$ cat src/hw/rtl/ascii_token_integer_parser_core_macros.svh
// Assertion helpers for the token parser.
`ifndef ASCII_TOKEN_INTEGER_PARSER_CORE_MACROS_SVH
`define ASCII_TOKEN_INTEGER_PARSER_CORE_MACROS_SVH

`ifndef SYNTHESIS
// Same-cycle implication, checked outside reset.
`define ATIP_ASSERT_IMPL(lbl, clk, rst_n, ante, cons) \
    lbl: assert property (@(posedge clk) disable iff (!(rst_n)) (ante) |-> (cons)) \
        else $error("atip assertion failed");
// Next-cycle implication, checked outside reset.
`define ATIP_ASSERT_NEXT(lbl, clk, rst_n, ante, cons) \
    lbl: assert property (@(posedge clk) disable iff (!(rst_n)) (ante) |=> (cons)) \
        else $error("atip assertion failed");
`else
`define ATIP_ASSERT_IMPL(lbl, clk, rst_n, ante, cons)
`define ATIP_ASSERT_NEXT(lbl, clk, rst_n, ante, cons)
`endif

`endif

$ cat src/hw/rtl/atip_pkg.sv
package atip_pkg;

    localparam int LINE_LENGTH = 16;
    localparam int POS_W       = $clog2(LINE_LENGTH + 1);
    localparam int CHAR_W      = 8;
    localparam int VALUE_W     = 16;
    localparam int TOKEN_W     = 4;
    localparam int RADIX_W     = 2;
    localparam int APB_DATA_W  = 32;
    localparam int APB_ADDR_W  = 3;

    localparam logic [APB_ADDR_W-1:0] REG_ADDR_TOKEN_INDEX = 3'd0;

    localparam logic [RADIX_W-1:0] RADIX_DEC = 2'd0;
    localparam logic [RADIX_W-1:0] RADIX_BIN = 2'd1;
    localparam logic [RADIX_W-1:0] RADIX_HEX = 2'd2;

    localparam logic [CHAR_W-1:0] CH_ZERO  = 8'h30;
    localparam logic [CHAR_W-1:0] CH_NINE  = 8'h39;
    localparam logic [CHAR_W-1:0] CH_LOW_A = 8'h61;
    localparam logic [CHAR_W-1:0] CH_LOW_F = 8'h66;
    localparam logic [CHAR_W-1:0] CH_LOW_X = 8'h78;
    localparam logic [CHAR_W-1:0] CH_LOW_B = 8'h62;
    localparam logic [CHAR_W-1:0] CH_MINUS = 8'h2d;
    localparam logic [CHAR_W-1:0] CH_SPACE = 8'h20;

    typedef logic [CHAR_W-1:0]         t_char;
    typedef logic signed [VALUE_W-1:0] t_value;

    typedef struct packed {
        logic [VALUE_W-1:0] acc;
        logic [RADIX_W-1:0] radix;
        logic               minus;
        logic [TOKEN_W-1:0] tokens_left;
        logic               prev_zero;
        logic               prev_digit;
        logic               done;
        logic [POS_W-1:0]   pos;
    } t_line_state;

endpackage

$ cat src/hw/rtl/atip_if.sv
interface atip_in_if;
    import atip_pkg::*;

    logic  valid;
    logic  ready;
    t_char ch;
    logic  last;

    modport source (output valid, output ch, output last, input ready);
    modport sink   (input valid, input ch, input last, output ready);
endinterface

interface atip_out_if;
    import atip_pkg::*;

    logic   valid;
    logic   ready;
    t_value value;

    modport source (output valid, output value, input ready);
    modport sink   (input valid, input value, output ready);
endinterface

$ cat src/hw/rtl/atip_step.sv
module atip_step (
    input  atip_pkg::t_line_state        i_cur,
    input  atip_pkg::t_char              i_ch,
    input  logic                         i_last,
    input  logic [atip_pkg::TOKEN_W-1:0] i_token_index,
    output atip_pkg::t_line_state        o_next,
    output atip_pkg::t_value             o_value
);
    import atip_pkg::*;

    logic               first;
    logic               active;
    logic               is_dec;
    logic               is_hex;
    logic               is_digit;
    logic [3:0]         digit;
    logic [CHAR_W-1:0]  dec_off;
    logic [CHAR_W-1:0]  hex_off;
    logic [VALUE_W-1:0] scaled;
    logic [TOKEN_W-1:0] eff_tokens;
    t_line_state        step;

    always_comb begin
        first      = (i_cur.pos == '0);
        eff_tokens = first ? i_token_index : i_cur.tokens_left;
        active     = (i_cur.pos < POS_W'(LINE_LENGTH)) && !i_cur.done;

        is_dec   = (i_ch >= CH_ZERO) && (i_ch <= CH_NINE);
        is_hex   = (i_cur.radix == RADIX_HEX) && (i_ch >= CH_LOW_A) && (i_ch <= CH_LOW_F);
        is_digit = is_dec || is_hex;
        dec_off  = i_ch - CH_ZERO;
        hex_off  = i_ch - CH_LOW_A;
        digit    = is_dec ? dec_off[3:0] : (hex_off[3:0] + 4'd10);

        // Constant-radix multiply as shifts, with one add for decimal.
        case (i_cur.radix)
            RADIX_HEX: scaled = i_cur.acc << 4;
            RADIX_BIN: scaled = i_cur.acc << 1;
            default:   scaled = (i_cur.acc << 3) + (i_cur.acc << 1);
        endcase

        step             = i_cur;
        step.tokens_left = eff_tokens;

        if (active) begin
            if (is_digit) begin
                step.acc = scaled + VALUE_W'(digit);
            end else if ((i_ch == CH_SPACE) && i_cur.prev_digit) begin
                if (eff_tokens == '0) begin
                    step.done = 1'b1;
                end else begin
                    step.tokens_left = eff_tokens - 1'b1;
                    step.acc         = '0;
                    step.radix       = RADIX_DEC;
                end
            end else if ((i_ch == CH_LOW_X) && !first && i_cur.prev_zero) begin
                step.radix = RADIX_HEX;
            end else if ((i_ch == CH_LOW_B) && !first && i_cur.prev_zero) begin
                step.radix = RADIX_BIN;
            end else if (i_ch == CH_MINUS) begin
                step.minus = 1'b1;
            end
            step.prev_digit = is_digit;
            step.prev_zero  = (i_ch == CH_ZERO);
        end

        if (i_cur.pos < POS_W'(LINE_LENGTH)) begin
            step.pos = i_cur.pos + 1'b1;
        end

        o_value = step.minus ? t_value'(-step.acc) : t_value'(step.acc);

        // Line end: drop all line state, reload the token count.
        if (i_last) begin
            o_next             = '0;
            o_next.radix       = RADIX_DEC;
            o_next.tokens_left = i_token_index;
        end else begin
            o_next = step;
        end
    end

endmodule

$ cat src/hw/rtl/atip_outbuf.sv
module atip_outbuf (
    input  logic              i_clk,
    input  logic              i_rst_n,
    input  logic              i_push,
    input  atip_pkg::t_value  i_value,
    output logic              o_can_take,
    atip_out_if.source        o_out
);
    import atip_pkg::*;

    `include "ascii_token_integer_parser_core_macros.svh"

    logic   r_out_valid;
    logic   n_out_valid;
    t_value r_out_value;
    t_value n_out_value;
    logic   r_skid_valid;
    logic   n_skid_valid;
    t_value r_skid_value;
    t_value n_skid_value;
    logic   pop;

    always_comb begin
        pop          = r_out_valid && o_out.ready;
        n_out_valid  = r_out_valid;
        n_out_value  = r_out_value;
        n_skid_valid = r_skid_valid;
        n_skid_value = r_skid_value;
        if (r_skid_valid) begin
            if (pop) begin
                n_out_value  = r_skid_value;
                n_skid_valid = 1'b0;
            end
        end else if (i_push) begin
            if (!r_out_valid || pop) begin
                n_out_valid = 1'b1;
                n_out_value = i_value;
            end else begin
                n_skid_valid = 1'b1;
                n_skid_value = i_value;
            end
        end else if (pop) begin
            n_out_valid = 1'b0;
        end
    end

    always_ff @(posedge i_clk) begin
        if (!i_rst_n) begin
            r_out_valid  <= 1'b0;
            r_skid_valid <= 1'b0;
        end else begin
            r_out_valid  <= n_out_valid;
            r_skid_valid <= n_skid_valid;
        end
        r_out_value  <= n_out_value;
        r_skid_value <= n_skid_value;
    end

    assign o_can_take  = !r_skid_valid;
    assign o_out.valid = r_out_valid;
    assign o_out.value = r_out_value;

    `ATIP_ASSERT_IMPL(a_skid_behind_out, i_clk, i_rst_n, r_skid_valid, r_out_valid)
    `ATIP_ASSERT_NEXT(a_stall_to_skid, i_clk, i_rst_n,
        i_push && r_out_valid && !o_out.ready, r_skid_valid && r_out_valid)
    `ATIP_ASSERT_NEXT(a_push_shows, i_clk, i_rst_n, i_push, r_out_valid)

endmodule

$ cat src/hw/rtl/ascii_token_integer_parser_core.sv
// ASCII token integer parser.
// Characters of one command line arrive on i_in (ch, last) one request per
// cycle under valid/ready. The line is cut at spaces that follow digits; the
// token picked by token_index (APB register at byte address 0, 4 bits) is
// read as decimal, or hex/binary after a "0x"/"0b" prefix, wrapping at 16 bits.
// A '-' seen before the chosen token ends negates the result.
// On the request with last set, one signed 16-bit value leaves on o_out.
// The value is registered: it enters the output register, or the skid register
// while an earlier result still waits on o_out. One character is taken per
// cycle while the buffer has room; the per-character update (shift-add of the
// accumulator plus compares) is combinational between the line-state registers.
// Stall: results go to a two-entry buffer (output register plus skid). The
// input keeps taking characters while one result waits; ready drops only
// while both entries hold results.
// Reset (i_rst_n low at a clock edge) clears the line state, empties the
// buffer and sets token_index to 0. A token_index write applies from the
// next line on. Characters past LINE_LENGTH are ignored apart from last.
module ascii_token_integer_parser_core (
    input  logic                            i_clk,
    input  logic                            i_rst_n,
    atip_in_if.sink                         i_in,
    atip_out_if.source                      o_out,
    input  logic                            psel,
    input  logic                            penable,
    input  logic                            pwrite,
    input  logic [atip_pkg::APB_ADDR_W-1:0] paddr,
    input  logic [atip_pkg::APB_DATA_W-1:0] pwdata,
    output logic [atip_pkg::APB_DATA_W-1:0] prdata,
    output logic                            pready
);
    import atip_pkg::*;

    `include "ascii_token_integer_parser_core_macros.svh"

    logic [TOKEN_W-1:0] r_token_index;
    t_line_state        r_line;
    t_line_state        n_line;
    t_value             step_value;
    logic               can_take;
    logic               accept;
    logic               reg_hit;

    // Configuration: single register, write on the access phase.
    assign pready  = 1'b1;
    assign reg_hit = (paddr == REG_ADDR_TOKEN_INDEX);
    assign prdata  = reg_hit ? APB_DATA_W'(r_token_index) : '0;

    always_ff @(posedge i_clk) begin
        if (!i_rst_n) begin
            r_token_index <= '0;
        end else if (psel && penable && pwrite && pready && reg_hit) begin
            r_token_index <= pwdata[TOKEN_W-1:0];
        end
    end

    // Input handshake: take a character whenever the result buffer has room.
    assign i_in.ready = can_take;
    assign accept     = i_in.valid && can_take;

    atip_step u_step (
        .i_cur         (r_line),
        .i_ch          (i_in.ch),
        .i_last        (i_in.last),
        .i_token_index (r_token_index),
        .o_next        (n_line),
        .o_value       (step_value)
    );

    // Line state advances once per accepted character. All-zero state is
    // decimal radix at position zero.
    always_ff @(posedge i_clk) begin
        if (!i_rst_n) begin
            r_line <= '0;
        end else if (accept) begin
            r_line <= n_line;
        end
    end

    atip_outbuf u_outbuf (
        .i_clk      (i_clk),
        .i_rst_n    (i_rst_n),
        .i_push     (accept && i_in.last),
        .i_value    (step_value),
        .o_can_take (can_take),
        .o_out      (o_out)
    );

    `ATIP_ASSERT_NEXT(a_line_cleared, i_clk, i_rst_n, accept && i_in.last,
        (r_line.pos == '0) && !r_line.done && !r_line.minus && (r_line.acc == '0))
    `ATIP_ASSERT_IMPL(a_pos_bounded, i_clk, i_rst_n, 1'b1,
        r_line.pos <= POS_W'(LINE_LENGTH))
    `ATIP_ASSERT_IMPL(a_frozen_no_digit, i_clk, i_rst_n, r_line.done, !r_line.prev_digit)

endmodule

$ cat src/flat_wrapper.sv
// flat-port wrapper written by rule: the top's interface ports become plain ports
module ascii_token_integer_parser_core_flat import atip_pkg::*;
  (i_clk, i_rst_n, psel, penable, pwrite, paddr, pwdata, prdata, pready, i_in_valid, i_in_ch, i_in_last, i_in_ready, o_out_valid, o_out_value, o_out_ready);
  atip_in_if i_in_i ();
  atip_out_if o_out_i ();
  input  logic i_clk;
  input  logic i_rst_n;
  input  logic psel;
  input  logic penable;
  input  logic pwrite;
  input  logic [atip_pkg::APB_ADDR_W-1:0] paddr;
  input  logic [atip_pkg::APB_DATA_W-1:0] pwdata;
  output logic [atip_pkg::APB_DATA_W-1:0] prdata;
  output logic pready;
  input wire logic [$bits(i_in_i.valid)-1:0] i_in_valid;
  input wire logic [$bits(i_in_i.ch)-1:0] i_in_ch;
  input wire logic [$bits(i_in_i.last)-1:0] i_in_last;
  output wire logic [$bits(i_in_i.ready)-1:0] i_in_ready;
  output wire logic [$bits(o_out_i.valid)-1:0] o_out_valid;
  output wire logic [$bits(o_out_i.value)-1:0] o_out_value;
  input wire logic [$bits(o_out_i.ready)-1:0] o_out_ready;
  assign i_in_i.valid = i_in_valid;
  assign i_in_i.ch = i_in_ch;
  assign i_in_i.last = i_in_last;
  assign i_in_ready = i_in_i.ready;
  assign o_out_valid = o_out_i.valid;
  assign o_out_value = o_out_i.value;
  assign o_out_i.ready = o_out_ready;
  ascii_token_integer_parser_core u_core (.i_clk(i_clk), .i_rst_n(i_rst_n), .i_in(i_in_i), .o_out(o_out_i), .psel(psel), .penable(penable), .pwrite(pwrite), .paddr(paddr), .pwdata(pwdata), .prdata(prdata), .pready(pready));
endmodule
$ cat config.mk
export PLATFORM = sky130hd
export DESIGN_NAME = ascii_token_integer_parser_core_flat
export DESIGN_NICKNAME = d
export VERILOG_FILES = /design/src/hw/rtl/atip_pkg.sv /design/src/hw/rtl/atip_if.sv /design/src/hw/rtl/atip_step.sv /design/src/hw/rtl/atip_outbuf.sv /design/src/hw/rtl/ascii_token_integer_parser_core.sv /design/src/flat_wrapper.sv
export VERILOG_INCLUDE_DIRS = /design/src /design/src/hw/rtl
export SDC_FILE = /design/constraint.sdc
export NUM_CORES = 1
export LEC_CHECK = 0
export BUFFER_PORTS_ARGS = -buffer_cell sky130_fd_sc_hd__clkbuf_2
export CORE_AREA = 2 2 107 109
export DETAILED_ROUTE_END_ITERATION = 8
export DIE_AREA = 0 0 109 111
export GPL_ROUTABILITY_DRIVEN = 0
export PLACE_DENSITY = 0.8
export SLEW_MARGIN = 20
export SYNTH_ARGS = -nofsm -noshare
export SYNTH_HDL_FRONTEND = slang
export SYNTH_SLANG_ARGS = --single-unit
$ cat constraint.sdc
create_clock -name i_clk -period 7.7 [get_ports i_clk]
set_input_delay 2.31 -clock i_clk [delete_from_list [all_inputs] [get_ports i_clk]]
set_output_delay 2.31 -clock i_clk [all_outputs]
set_load 0.02 [all_outputs]
# --- Word-level counts from Yosys, hierarchy flattened ---
# Cells that the tools add are included.
op_classes:
  n_addsub: 8
  n_bitwise: 2
  reduce_logical: 39
  order_cmp: 5
  eq_ne: 11
  n_mux: 35
op_table:
  columns: ["op", "count"]
  rows:
  - ["$mux W16", 7]
  - ["$pmux W16 S2", 1]
  - ["$mux W31", 1]
  - ["$mux W26", 1]
  - ["$eq A8 B6 Y1 const B", 3]
  - ["$mux W4", 5]
  - ["$mux W18", 1]
  - ["$add A16 B16 Y16", 1]
  - ["$add A16 B4 Y16", 1]
  - ["$eq A8 B7 Y1 const B", 2]
  - ["$neg A16 Y16", 1]
  - ["$logic_and A1 B1 Y1", 15]
  - ["$mux W1", 14]
  - ["$reduce_bool A2 Y1", 7]
  - ["$sub A4 B1 Y4 const B", 3]
  - ["$reduce_and A5 Y1", 2]
  - ["$reduce_and A3 Y1", 3]
  - ["$ge A8 B6 Y1 const B", 1]
  - ["$ge A8 B7 Y1 const B", 1]
  - ["$le A8 B6 Y1 const B", 1]
  - ["$le A8 B7 Y1 const B", 1]
  - ["$mux W7", 1]
  - ["$mux W2", 3]
  - ["$add A5 B1 Y5 const B", 1]
  - ["16 further kinds", 23]
totals:
  output_inout_bits: 51
  register_bits: 69

# --- Logic depth before layout (Yosys ltp) ---
logic_depth:
  ltp_word: 14
  mapped_depth: 19

# --- Modules after synthesis ---
# From an unflattened synthesis, not the netlist that was laid out.
unflattened:
  hier_cells: 653
  hier_area_um2: 5639.2
modules_own_cells:
  columns: ["mod", "area_per_inst_um2", "cells_per_inst", "instances", "seq_area_each_um2"]
  rows:
  - ["atip_step", 2767.7, 397, 1, 0.0]
  - ["ascii_token_integer_parser_core", 1595.3, 192, 1, 700.7]
  - ["atip_outbuf", 1276.2, 64, 1, 1001.0]

# --- Least setup slack after synthesis ---
# OpenSTA, ideal clock, no wires.
synth_path:
  path_type: "in2reg"
  from: "input port i_in_ch[0]"
  to: "register u_core.u_outbuf.r_out_value[15], in the netlist u_core.u_outbuf.o_out.value[15] (data pin)"
  setup_time_ps: 158
  n_path_buf: 0
  t_arrival_ps: 5907
  stages: 18
  required_time_ps: 7542
  slack_ps: 1635
  cell_sequence: "inv_1 > ha_1 > o21bai_1 > a21o_1 > nand2_1 > xnor2_1 > inv_1 > fa_1 > nor2b_1 > o211ai_1 > or2_2 > nor4b_1 > xnor2_1 > o21ai_0 > nor4_4 > nand3_2 > or4b_1 > o211ai_1"
synth_via:
  elab_chain_len: 12
  elab_cells_between_ends: 35
  classes_between: "add/sub: 5; order compare: 4; eq/ne: 4; mux: 13; reduce/logical: 9"
synth_rtl:
  columns: ["item", "line_no", "rtl"]
  rows:
  - ["start, declared", "flat_wrapper.sv:16", "input wire logic [$bits(i_in_i.ch)-1:0] i_in_ch;"]
  - ["branches (longest 7 deep; another with $add A16 B4 Y16)", null, null]
  - ["$mux W26 *", "atip_step.sv:45", "if (active) begin"]
  - ["$mux W16 *", "atip_step.sv:71", "o_value = step.minus ? t_value'(-step.acc) : t_value'(step.acc);"]
  - ["$mux W16 *", "atip_outbuf.sv:35", "if (!r_out_valid || pop) begin"]
  - ["$mux W16 *", "atip_outbuf.sv:34", "end else if (i_push) begin"]
  - ["$mux W16 *", "atip_outbuf.sv:29", "if (r_skid_valid) begin"]
  - ["net u_core.u_outbuf.n_out_value[15]", "atip_outbuf.sv:16", "t_value n_out_value;"]
  - ["end signal, assigned", "atip_outbuf.sv:55", "r_out_value <= n_out_value;"]
  - ["end, declared", "atip_outbuf.sv:15", "t_value r_out_value;"]
# Mark *: on every way through the listed nets, which the timed path passes. The select of a mux whose other input is x is not followed.
# A chain may end at the register's enable or synchronous reset.

# --- Worst setup path in the final report ---
# Same ends and word-level chain as after synthesis.

==> results.sh <==
export IMPL_synth_compound_area_frac=0.222
export IMPL_rsz0062_at_grt="no"
export IMPL_hold_class="flip-flop to flip-flop"
export IMPL_layout_nets=718
export IMPL_post_cts_resized=0
export IMPL_h_tree_depth=3
export IMPL_ys_ff_latch=69
export IMPL_synth_top_family_by_area="compound AO/OA/AOI/OAI gates"
export IMPL_ys_seq_area_frac=0.318
export IMPL_clkTransAtPathRegs_ns=0.06
export IMPL_cts_sinks=69
export IMPL_numPlacedInstances=771
export IMPL_drive_above_1_share=0.149
export IMPL_leakagePower_uw=0.00241
export IMPL_fin_crit_sh=0.831
export IMPL_drt_iter0_markers=326
export IMPL_dr_pass1_iters=5
export IMPL_drc=0
export IMPL_crit_chain="clkbuf_2 -> inv_1 -> ha_1 -> o21bai_1 -> a21o_1 -> nand2_1 -> xnor2_1 -> inv_1 -> fa_1 -> nor2b_1 -> o211ai_1 -> or2_2 -> nor4b_1 -> xnor2_1 -> o21ai_0 -> nor4_4 -> nand3_2 -> or4b_1 -> o211ai_1"
export IMPL_cp_required_ns=7.87
export IMPL_timing_slew_headroom=0.344
export IMPL_wl_per_cell_um=16.3
export IMPL_grt_max_degree=41
export IMPL_min_from="u_core.r_line[12]$_SDFFE_PN0P_"
export IMPL_ios=102
export IMPL_yosysUniqueCellTypes=81
export IMPL_clockRootBuffer="clkbuf_16"
export IMPL_mappedNetlistArea_mm2=0.00536
export IMPL_final_max_slew_viol_count=0
export IMPL_initial_core_util=0.484
export IMPL_dieHeight_um=111
export IMPL_fp_dieW_um=109
export IMPL_core_rowCount=39
export IMPL_layout_commonest_cell="nand2_1"
export IMPL_cellPowerDensity_mw_per_mm2=162
export IMPL_cts_setup_buffers=0
export IMPL_final_cell_mix="nand2_1, clkbuf_2, dfxtp_1"
export IMPL_setup_worst_path_class="input port to flip-flop"
export IMPL_endpoint_kind="flip-flop"
export IMPL_hold_path_end="u_core.r_line[12]$_SDFFE_PN0P_"
export IMPL_muxShareOfSynthArea=0.0521
export IMPL_ctsLongestPathBuffers=2
export IMPL_dieArea_mm2=0.0121
export IMPL_gr_total_overflow=0
export IMPL_timing_rr_end="u_core.u_outbuf.o_out.value[15]$_DFFE_PP_"
export IMPL_cap_violations=0
export IMPL_synth_xor_area_frac=0.0441
export IMPL_cpPeakStageDelay_ns=0.53
export IMPL_grt_pass1_vias=4544
export IMPL_fin_setup_tns_ns=0
export IMPL_avgSynthCellArea_um2=8.83
export IMPL_fin_worst_skew_ns=0.00759
export IMPL_min_period_ns=6.40
export IMPL_cts_tree="yes"
export IMPL_port_buffers=44
export IMPL_wl_mm=12.8
export IMPL_viasPerCell=6.03
export IMPL_finalSetupViolations=0
export IMPL_max_freq_mhz=156
export IMPL_reg2regPathDepth=12
export IMPL_antenna_cells=0
export IMPL_yosys_area_share_simple=0.222
export IMPL_dp_hpwl_mm=9.10
export IMPL_cp_num_buf_inv=3
export IMPL_ys_flop_type="dfxtp_1"
export IMPL_tightest_slew_ns=0.981
export IMPL_hold_path_cell_count=2
export IMPL_reg2reg_slack_ns=3.10
export IMPL_yosysWarningCount=0
export IMPL_cts_buffers=9
export IMPL_grt_pass1_wl_mm=21.2
export IMPL_crit_family="simple AND/OR/NAND/NOR gates"
export IMPL_cts_hold_buf=0
export IMPL_grt_usage=0.216
export IMPL_reg2reg_from="u_core.r_line[17]$_SDFFE_PN0P_"
export IMPL_route_vias_total=4746
export IMPL_cp_slowest_cell="or4b_1"
export IMPL_ir_drop_mv=0.130
export IMPL_grt_antenna_before_repair=0
export IMPL_hold_viol_final=0
export IMPL_design_core_area_mm2=0.0111
export IMPL_outcome="complete, no violations"
export IMPL_fin_cells=787
export IMPL_finish_instance_area_mm2=0.00590
export IMPL_area_delta_synth_final_pct=10.1
export IMPL_syn_inst=607
export IMPL_cp_max_fo=6
export IMPL_async_flop_share=0
export IMPL_clk_latency_ns=0.33
export IMPL_cp_start_kind="input port"
export IMPL_synth_edf_count=32
export IMPL_synthAdderAreaFrac=0.0682
export IMPL_ant_nets=0
export IMPL_postPlaceCellArea_mm2=0.00556
export IMPL_holdWs_ns=0.500
export IMPL_cp_arrival_ns=6.57
[area by class of cell]
| class | instances | area, um2 |
|---|---|---|
| clock inverter | 5 | 100 |
| multi-input combinational | 492 | 3370 |
| fill | 966 | 5180 |
| inverter | 20 | 75.1 |
| tap | 143 | 179 |
| sequential | 69 | 1700 |
| clock buffer | 11 | 233 |
| timing repair buffer | 47 | 243 |
[power breakdown]
group / total (uW) / switching, uW / internal, uW
registers: 394 / 4.28 / 389
clock network: 460 / 145 / 315
logic: 99.4 / 67.4 / 32.0
[logic make-up (layout without fill, tap and decap cells)]
family,count (synthesis),in the layout
AO/OA/AOI/OAI,168,168
XOR/XNOR,27,27
buffers and inverters,73,83
multiplexers,26,26
other,2,29
adder cells (fa/ha/maj),28,28
AND/OR/NAND/NOR,214,214
flip-flops,69,69
[Yosys cell counts (10+ instances only)]
cell	instances	area share
a21oi_1	26	0.024
a22oi_1	18	0.025
buf_4	29	0.041
clkbuf_1	19	0.013
dfxtp_1	37	0.14
edfxtp_1	32	0.18
ha_1	26	0.061
inv_1	18	0.013
mux2_2	11	0.023
mux2i_1	14	0.026
nand2_1	64	0.045
nand3_1	12	0.011
nor2_1	25	0.018
nor2b_1	29	0.034
nor3_1	15	0.014
o211ai_1	10	0.014
o21ai_0	33	0.031
xnor2_1	18	0.029
[sequential cells by signal, summed over array words and instances, names as in the netlist]
signal / flops
u_core.r_line: 31
u_core.r_token_index: 4
u_core.u_outbuf.o_out.valid: 1
u_core.u_outbuf.o_out.value: 16
u_core.u_outbuf.r_skid_valid: 1
u_core.u_outbuf.r_skid_value: 16
[layer usage]
metal,track usage,wire [um]
met1,0.267,5280
met2,0.374,6520
met3,0.0464,767
met4,0.0607,219
met5,0,0
[worst max-delay path by stage]
| stage | start | to | slack (ns) | cells past startpoint |
|---|---|---|---|---|
| 2_1_floorplan | i_in_ch[0] | u_core.u_outbuf.o_out.value[15]$_DFFE_PP_ | 1.64 | 18 |
| 3_3_place_gp | i_in_ch[0] | u_core.u_outbuf.o_out.value[15]$_DFFE_PP_ | 1.09 | 19 |
| 3_5_place_dp | i_in_ch[0] | u_core.u_outbuf.o_out.value[15]$_DFFE_PP_ | 0.99 | 19 |
| 4_1_cts | i_in_ch[0] | u_core.u_outbuf.o_out.value[15]$_DFFE_PP_ | 1.32 | 19 |
| 5_1_grt | i_in_ch[0] | u_core.u_outbuf.o_out.value[15]$_DFFE_PP_ | 0.92 | 19 |
| 6_report | i_in_ch[0] | u_core.u_outbuf.o_out.value[15]$_DFFE_PP_ | 1.30 | 19 |
[tightest hold or removal path, stage by stage (launching register included)]
cell,delay [ns]
dfxtp_1,0.31
nor2_1,0.10
nor3_1,0.05
[through the flow]
step,setup WS (ns),power (uW),utilization
3_3_place_gp,1.09,495,0.502
3_5_place_dp,0.989,499,0.502
5_1_grt,0.919,982,0.532
6_report,1.30,953,0.532
2_1_floorplan,1.64,485,-
4_1_cts,1.32,955,0.532
Power figures use the tool's default switching activity.
